<file path="config.mk">
export PLATFORM = sky130hd
export DESIGN_NAME = argb8888_to_masked_pixel_format_core_flat
export DESIGN_NICKNAME = d
export VERILOG_FILES = /design/src/apf_pkg.sv /design/src/apf_if.sv /design/src/apf_cfg.sv /design/src/apf_place.sv /design/src/argb8888_to_masked_pixel_format_core.sv /design/src/flat_wrapper.sv
export SDC_FILE = /design/constraint.sdc
export NUM_CORES = 1
export LEC_CHECK = 0
export BUFFER_PORTS_ARGS = -buffer_cell sky130_fd_sc_hd__buf_2
export CORE_MARGIN = 5
export CORE_UTILIZATION = 55
export CTS_CLUSTER_SIZE = 8
export DETAILED_ROUTE_END_ITERATION = 12
export GPL_ROUTABILITY_DRIVEN = 1
export PLACE_DENSITY = 0.73
export RECOVER_POWER = 100
export SLEW_MARGIN = 15
export SYNTH_ARGS = -nofsm -noshare
export SYNTH_HDL_FRONTEND = slang
export SYNTH_SLANG_ARGS = --single-unit
</file>
<file path="constraint.sdc">
create_clock -name clk -period 13.4 [get_ports clk]
set_input_delay 0.67 -clock clk [delete_from_list [all_inputs] [get_ports clk]]
set_output_delay 0.67 -clock clk [all_outputs]
set_load 0.005 [all_outputs]
</file>
<file path="src/apf_pkg.sv">
package apf_pkg;

  // Configuration register indexes
  localparam int unsigned CfgIdxW = 3;
  localparam logic [CfgIdxW-1:0] REG_RED_MASK   = 3'd0;
  localparam logic [CfgIdxW-1:0] REG_GREEN_MASK = 3'd1;
  localparam logic [CfgIdxW-1:0] REG_BLUE_MASK  = 3'd2;
  localparam logic [CfgIdxW-1:0] REG_ALPHA_MASK = 3'd3;
  localparam logic [CfgIdxW-1:0] REG_WIDE_OUT   = 3'd4;

  localparam int unsigned PixW  = 32;
  localparam int unsigned ChanW = 8;
  localparam int unsigned NumCh = 4;

  // Channel slots: red, green, blue, alpha
  localparam int unsigned CH_RED   = 0;
  localparam int unsigned CH_GREEN = 1;
  localparam int unsigned CH_BLUE  = 2;
  localparam int unsigned CH_ALPHA = 3;

  // Reset values
  localparam logic [PixW-1:0] RST_RED_MASK   = 32'h00FF_0000;
  localparam logic [PixW-1:0] RST_GREEN_MASK = 32'h0000_FF00;
  localparam logic [PixW-1:0] RST_BLUE_MASK  = 32'h0000_00FF;
  localparam logic [PixW-1:0] RST_ALPHA_MASK = 32'hFF00_0000;

  // Per-channel placement: mask plus the two shifts derived from it
  typedef struct packed {
    logic [PixW-1:0] mask;
    logic [4:0]      low;     // left shift: lowest set bit
    logic [2:0]      reduce;  // right shift: 8 - span, 0 for wide spans
  } apf_chan_cfg_t;

  function automatic logic [4:0] lowest_set(input logic [PixW-1:0] m);
    logic [4:0] pos;
    pos = '0;
    for (int i = PixW - 1; i >= 0; i--) begin
      if (m[i]) pos = 5'(i);
    end
    return pos;
  endfunction

  function automatic logic [4:0] highest_set(input logic [PixW-1:0] m);
    logic [4:0] pos;
    pos = '0;
    for (int i = 0; i < PixW; i++) begin
      if (m[i]) pos = 5'(i);
    end
    return pos;
  endfunction

  // Build the channel entry; an empty mask zeroes the part anyway
  function automatic apf_chan_cfg_t make_chan(input logic [PixW-1:0] m);
    apf_chan_cfg_t c;
    logic [5:0]    span;
    c.mask = m;
    c.low  = lowest_set(m);
    span   = {1'b0, highest_set(m)} - {1'b0, c.low} + 6'd1;
    if (span > 6'd8) c.reduce = 3'd0;
    else             c.reduce = 3'(6'd8 - span);
    return c;
  endfunction

endpackage

</file>
<file path="src/apf_if.sv">
// Source pixel channel
interface apf_in_if;
  import apf_pkg::*;
  logic            valid;
  logic            ready;
  logic [PixW-1:0] source_pixel;

  modport source (output valid, output source_pixel, input ready);
  modport sink   (input valid, input source_pixel, output ready);
endinterface

// Converted pixel channel
interface apf_out_if;
  import apf_pkg::*;
  logic            valid;
  logic            ready;
  logic [PixW-1:0] packed_pixel;

  modport source (output valid, output packed_pixel, input ready);
  modport sink   (input valid, input packed_pixel, output ready);
endinterface

</file>
<file path="src/apf_cfg.sv">
module apf_cfg
  import apf_pkg::*;
(
  input  logic               clk,
  input  logic               rst_n,
  input  logic               cfg_we,
  input  logic [CfgIdxW-1:0] cfg_idx,
  input  logic [PixW-1:0]    cfg_wdata,
  output apf_chan_cfg_t      chan_cfg [NumCh],
  output logic               wide_out
);

  apf_chan_cfg_t chan_r [NumCh];
  logic          wide_r;
  apf_chan_cfg_t wr_chan;

  // Shifts are derived once, at write time
  assign wr_chan = make_chan(cfg_wdata);

  always_ff @(posedge clk) begin
    if (!rst_n) begin
      chan_r[CH_RED]   <= make_chan(RST_RED_MASK);
      chan_r[CH_GREEN] <= make_chan(RST_GREEN_MASK);
      chan_r[CH_BLUE]  <= make_chan(RST_BLUE_MASK);
      chan_r[CH_ALPHA] <= make_chan(RST_ALPHA_MASK);
      wide_r           <= 1'b1;
    end else if (cfg_we) begin
      unique case (cfg_idx)
        REG_RED_MASK:   chan_r[CH_RED]   <= wr_chan;
        REG_GREEN_MASK: chan_r[CH_GREEN] <= wr_chan;
        REG_BLUE_MASK:  chan_r[CH_BLUE]  <= wr_chan;
        REG_ALPHA_MASK: chan_r[CH_ALPHA] <= wr_chan;
        REG_WIDE_OUT:   wide_r           <= cfg_wdata[0];
        default: ;
      endcase
    end
  end

  assign chan_cfg = chan_r;
  assign wide_out = wide_r;

endmodule

</file>
<file path="src/apf_place.sv">
module apf_place
  import apf_pkg::*;
(
  input  logic [ChanW-1:0] chan,
  input  apf_chan_cfg_t    cfg,
  output logic [PixW-1:0]  part
);

  logic [ChanW-1:0] kept;

  // Keep the top span bits, move them to the field, clip to the mask
  assign kept = chan >> cfg.reduce;
  assign part = ({{(PixW-ChanW){1'b0}}, kept} << cfg.low) & cfg.mask;

endmodule

</file>
<file path="src/argb8888_to_masked_pixel_format_core.sv">
// Channel | Dir | Handshake     | Payload
// in_if   | in  | valid/ready   | source_pixel[31:0] (A 31..24, R 23..16, G 15..8, B 7..0)
// out_if  | out | valid/ready   | packed_pixel[31:0]
// cfg_*   | in  | write enable  | cfg_idx[2:0], cfg_wdata[31:0]
//
// One item per clock sustained while out_if is ready; an input register, then a result register.
// The four channel placements and their sum sit between those two registers.
// Mask shifts are derived when a mask is written, ready on the next cycle.
// Synchronous active-low reset restores the default ARGB8888 masks and wide output.
// A stall on out_if holds the result; one more item is taken into the input register.
module argb8888_to_masked_pixel_format_core
  import apf_pkg::*;
(
  input  logic               clk,
  input  logic               rst_n,
  apf_in_if.sink             in_if,
  apf_out_if.source          out_if,
  input  logic               cfg_we,
  input  logic [CfgIdxW-1:0] cfg_idx,
  input  logic [PixW-1:0]    cfg_wdata
);

  apf_chan_cfg_t    chan_cfg [NumCh];
  logic             wide_out;
  logic [ChanW-1:0] chan_val [NumCh];
  logic [PixW-1:0]  part     [NumCh];
  logic [PixW-1:0]  sum;
  logic [PixW-1:0]  pixel_nxt;

  logic             s1_valid_r;
  logic [PixW-1:0]  s1_pixel_r;
  logic             out_valid_r;
  logic [PixW-1:0]  out_pixel_r;
  logic             out_take;
  logic             s1_adv;

  apf_cfg u_cfg (
    .clk       (clk),
    .rst_n     (rst_n),
    .cfg_we    (cfg_we),
    .cfg_idx   (cfg_idx),
    .cfg_wdata (cfg_wdata),
    .chan_cfg  (chan_cfg),
    .wide_out  (wide_out)
  );

  // Split the source pixel into channels
  assign chan_val[CH_RED]   = s1_pixel_r[23:16];
  assign chan_val[CH_GREEN] = s1_pixel_r[15:8];
  assign chan_val[CH_BLUE]  = s1_pixel_r[7:0];
  assign chan_val[CH_ALPHA] = s1_pixel_r[31:24];

  for (genvar g = 0; g < NumCh; g++) begin : g_place
    apf_place u_place (
      .chan (chan_val[g]),
      .cfg  (chan_cfg[g]),
      .part (part[g])
    );
  end

  // Sum wraps mod 2^32; narrow mode keeps the low half
  assign sum       = part[CH_RED] + part[CH_GREEN] + part[CH_BLUE] + part[CH_ALPHA];
  assign pixel_nxt = wide_out ? sum : {16'h0000, sum[15:0]};

  // Pipeline flow control
  assign out_take    = !out_valid_r || out_if.ready;
  assign s1_adv      = !s1_valid_r || out_take;
  assign in_if.ready = s1_adv;

  always_ff @(posedge clk) begin
    if (!rst_n) begin
      s1_valid_r  <= 1'b0;
      out_valid_r <= 1'b0;
    end else begin
      if (s1_adv) begin
        s1_valid_r <= in_if.valid;
      end
      if (out_take) begin
        out_valid_r <= s1_valid_r;
      end
    end
  end

  // Payload registers
  always_ff @(posedge clk) begin
    if (s1_adv && in_if.valid) begin
      s1_pixel_r <= in_if.source_pixel;
    end
    if (out_take && s1_valid_r) begin
      out_pixel_r <= pixel_nxt;
    end
  end

  assign out_if.valid        = out_valid_r;
  assign out_if.packed_pixel = out_pixel_r;

endmodule

</file>
<file path="src/flat_wrapper.sv">
// flat-port wrapper written by rule: the top's interface ports become plain ports
module argb8888_to_masked_pixel_format_core_flat import apf_pkg::*;
  (clk, rst_n, cfg_we, cfg_idx, cfg_wdata, in_if_valid, in_if_source_pixel, in_if_ready, out_if_valid, out_if_packed_pixel, out_if_ready);
  apf_in_if in_if_i ();
  apf_out_if out_if_i ();
  input  logic clk;
  input  logic rst_n;
  input  logic cfg_we;
  input  logic [CfgIdxW-1:0] cfg_idx;
  input  logic [PixW-1:0] cfg_wdata;
  input wire logic [$bits(in_if_i.valid)-1:0] in_if_valid;
  input wire logic [$bits(in_if_i.source_pixel)-1:0] in_if_source_pixel;
  output wire logic [$bits(in_if_i.ready)-1:0] in_if_ready;
  output wire logic [$bits(out_if_i.valid)-1:0] out_if_valid;
  output wire logic [$bits(out_if_i.packed_pixel)-1:0] out_if_packed_pixel;
  input wire logic [$bits(out_if_i.ready)-1:0] out_if_ready;
  assign in_if_i.valid = in_if_valid;
  assign in_if_i.source_pixel = in_if_source_pixel;
  assign in_if_ready = in_if_i.ready;
  assign out_if_valid = out_if_i.valid;
  assign out_if_packed_pixel = out_if_i.packed_pixel;
  assign out_if_i.ready = out_if_ready;
  argb8888_to_masked_pixel_format_core u_core (.clk(clk), .rst_n(rst_n), .in_if(in_if_i), .out_if(out_if_i), .cfg_we(cfg_we), .cfg_idx(cfg_idx), .cfg_wdata(cfg_wdata));
endmodule
</file>
==> qor.txt <==
initial drt markers - 1637
ys async rst share - 0%
Vias - 14040
Pwr Density - 104.3 nW/um2
area grow syn2layout - 9.556%
failing checks - capacitance limit, slew limit
IO buf count - 105
area of the mapped netlist - 15900 um2
crit end category - flip-flop
MaxCap Viol Count - 10
sequential share of the synthesized area - 32.62%
post_cts resized - 0
Hold Vio Cnt, Final - 0
Yosys top cell area share - 20.53%
gpl congestion - 1.010
number of synthesized flops with an enable pin - 64
DRT Pass-1 Iters - 5
Starting Density - 55.53%
commonest non-fill, non-tap cell in the layout - nand2_1
die height - 180 um
clock-pin slew on the worst setup and hold paths - 0.05 ns
Die Wd - 180 um
Root Buffer - clkbuf_16
FF+latch count, synth - 227
clk_skew - 0.01923 ns
final slew viol count - 367
Finished Layout Cells - 2321
setup violators final - 0
Clock Path Buffers - 3
hold buffer count at CTS - 0
GRT overflow - 0
Min Hold Slack - 0.3236 ns
Final nets - 2095
Avg Vias per Cell - 6.049
Critical Path Fanout Max - 14
vias in the first global route - 13412
cell count after synthesis - 1900
startpoint types - flip-flop
Rows - 62
most frequent cells in the layout - 377 x nand2_1, 163 x dfxtp_1, 115 x a21boi_0
wire per inst - 21.61 um
fin crit share - 47.94%
clk_lat worst skew - 0.52 ns
ANT cells - 0
post-route minimum period - 6.424 ns
Setup TNS Final - 0 ns
CTS tree - yes
Ports - 106
setup bufs post-CTS - 0
worst vdd ir - 102.3 uV
global-route wire length before repair - 77.59 mm
WL final - 50.15 mm
worst hold path type - input pin to flip-flop
area leader, netlist - dfxtp_1
worst-margin pin slew - 4.653 ns
top area cells in the synthesized netlist - dfxtp_1 21%, edfxtp_1 12%, nand2_1 8.9%
Max Fclk - 0.1557 GHz
layout cell share with drive strength beyond 1 - 8.880%
Syn Nets - 2076
Critical Path AT - 6.70 ns
initial antenna violation count - 0
Leakage - 7.057 nW
Slew headroom - -210.2%
placed cells - 2266
Post-Syn Area per Cell - 8.366 um2
gr usage total - 30.10%
warnings from Yosys - 0
H-tree Lvls - 2
full die area - 32400 um2
clock sink count - 227
post-route ant nets - 0
Setup CP Type - flip-flop to flip-flop
Synth cell types - 75
RSZ-0062 raised after global routing - no
# DRC - 0
area post-placement - 16490 um2
Pwr Total - 1.817 mW
CTS Buf Count - 35
CP required - 13.67 ns
fin area - 17410 um2
core area - 28630 um2
status - finished, violations left
largest net degree at the start of global routing - 121
Post-synth top flop - dfxtp_1
dpl hpwl - 38.15 mm
## state kept, by name, summed over array words and instances, names as in the netlist
register,cells
u_core.s1_pixel_r,32
u_core.out_if.valid,1
u_core.out_if.packed_pixel,32
u_core.s1_valid_r,1
u_core.u_cfg.wide_out,1
u_core.u_cfg.chan_cfg,160
## logic make-up (layout without fill, tap and decap cells)
logic type      after synthesis  in the layout  share of synthesized area (%)
fa+ha+maj                   104            104                          11.16
mux                         111            111                          8.564
buf+inv                     251            288                          6.100
xor+xnor                     36             36                          2.070
compound gates              416            416                          17.91
simple gates                755            755                          21.58
flops                       227            227                          32.62
## layout make-up
class / instances / area [um2]
clock inverters: 3 / 33.78
well taps: 384 / 480.5
fillers: 2582 / 11210
flip-flops and latches: 227 / 5185
inverters: 117 / 439.2
clock buffers: 52 / 970.9
repair buffers: 116 / 565.5
multi-input cells: 1422 / 9739
## per-layer routing
layer | routed length, um | vias to the layer above | track usage [%]
li1 | - | 6609 | -
met4 | 2092 | 0 | 11.64
met1 | 21710 | 6641 | 43.36
met3 | 4292 | 118 | 4.082
met2 | 22060 | 672 | 46.26
met5 | 0 | - | 0
## synth_stat cells, types with 7 or more instances
master / number
mux4_2: 17
and3_1: 22
mux2i_1: 67
a21boi_1: 7
nor4_1: 7
a21oi_1: 66
and2_1: 20
a22o_1: 10
a21boi_0: 111
buf_2: 9
o21ai_0: 42
nor2b_1: 26
mux2_2: 18
nand3_1: 98
ha_1: 41
o2111ai_1: 11
xnor2_1: 22
a211oi_1: 16
inv_1: 112
fa_1: 63
o21ai_1: 21
o22ai_1: 20
a31oi_1: 8
dfxtp_1: 163
clkbuf_1: 116
xor2_1: 13
nor2_1: 106
nand2b_1: 21
and3b_1: 7
mux2_1: 8
nor3_1: 20
o21a_1: 9
nand2_1: 377
nand4_1: 7
edfxtp_1: 64
o21bai_1: 8
o211ai_1: 23
nand3b_1: 9
a21o_1: 18
o31ai_1: 10
or3_1: 9
## worst max-delay path: stages, from the launching register on
cell       delay [ns]
dfxtp_1          0.64
mux2i_1          0.24
mux4_2           0.53
mux2_1           0.37
or3_1            0.39
inv_1            0.08
nand3_1          0.10
fa_1             0.57
inv_1            0.06
fa_1             0.52
ha_1             0.18
inv_1            0.06
fa_1             0.46
nor2b_1          0.18
o31a_1           0.22
o21bai_1         0.14
a2111oi_0        0.63
a21o_1           0.23
a41o_1           0.21
o41ai_1          0.08
xnor2_1          0.13
and2_0           0.16
## path summary, 6_finish.rpt
| path | startpoint | endpoint | slack (ns) | cells past startpoint |
|---|---|---|---|---|
| setup / recovery | u_core.u_cfg.chan_cfg[82] | u_core.out_if.packed_pixel[31] | 6.98 | 21 |
| hold / removal | in_if_source_pixel[11] | u_core.s1_pixel_r[11] | 0.32 | 1 |
| hold reg to reg | u_core.u_cfg.chan_cfg[141] | u_core.u_cfg.chan_cfg[141] | 0.46 | 2 |
| setup reg to reg | u_core.u_cfg.chan_cfg[82] | u_core.out_if.packed_pixel[31] | 6.98 | 21 |
## per-stage QoR
step / util (%) / setup WS (ns)
2_1_floorplan: - / 8.007
3_3_place_gp: 57.59 / 7.135
3_5_place_dp: 57.59 / 7.068
4_1_cts: 61.10 / 7.068
5_1_grt: 60.84 / 6.640
6_report: 60.84 / 6.976
## report_power, final
part | switching (mW) | leakage [nW] | internal [mW] | total (mW)
Sequential | 0.0197 | 1.94 | 0.735 | 0.755
Combinational | 0.158 | 4.64 | 0.0953 | 0.253
Clock | 0.313 | 0.484 | 0.496 | 0.809
Total | 0.491 | 7.06 | 1.33 | 1.82
(Power assumes the default switching activity.)
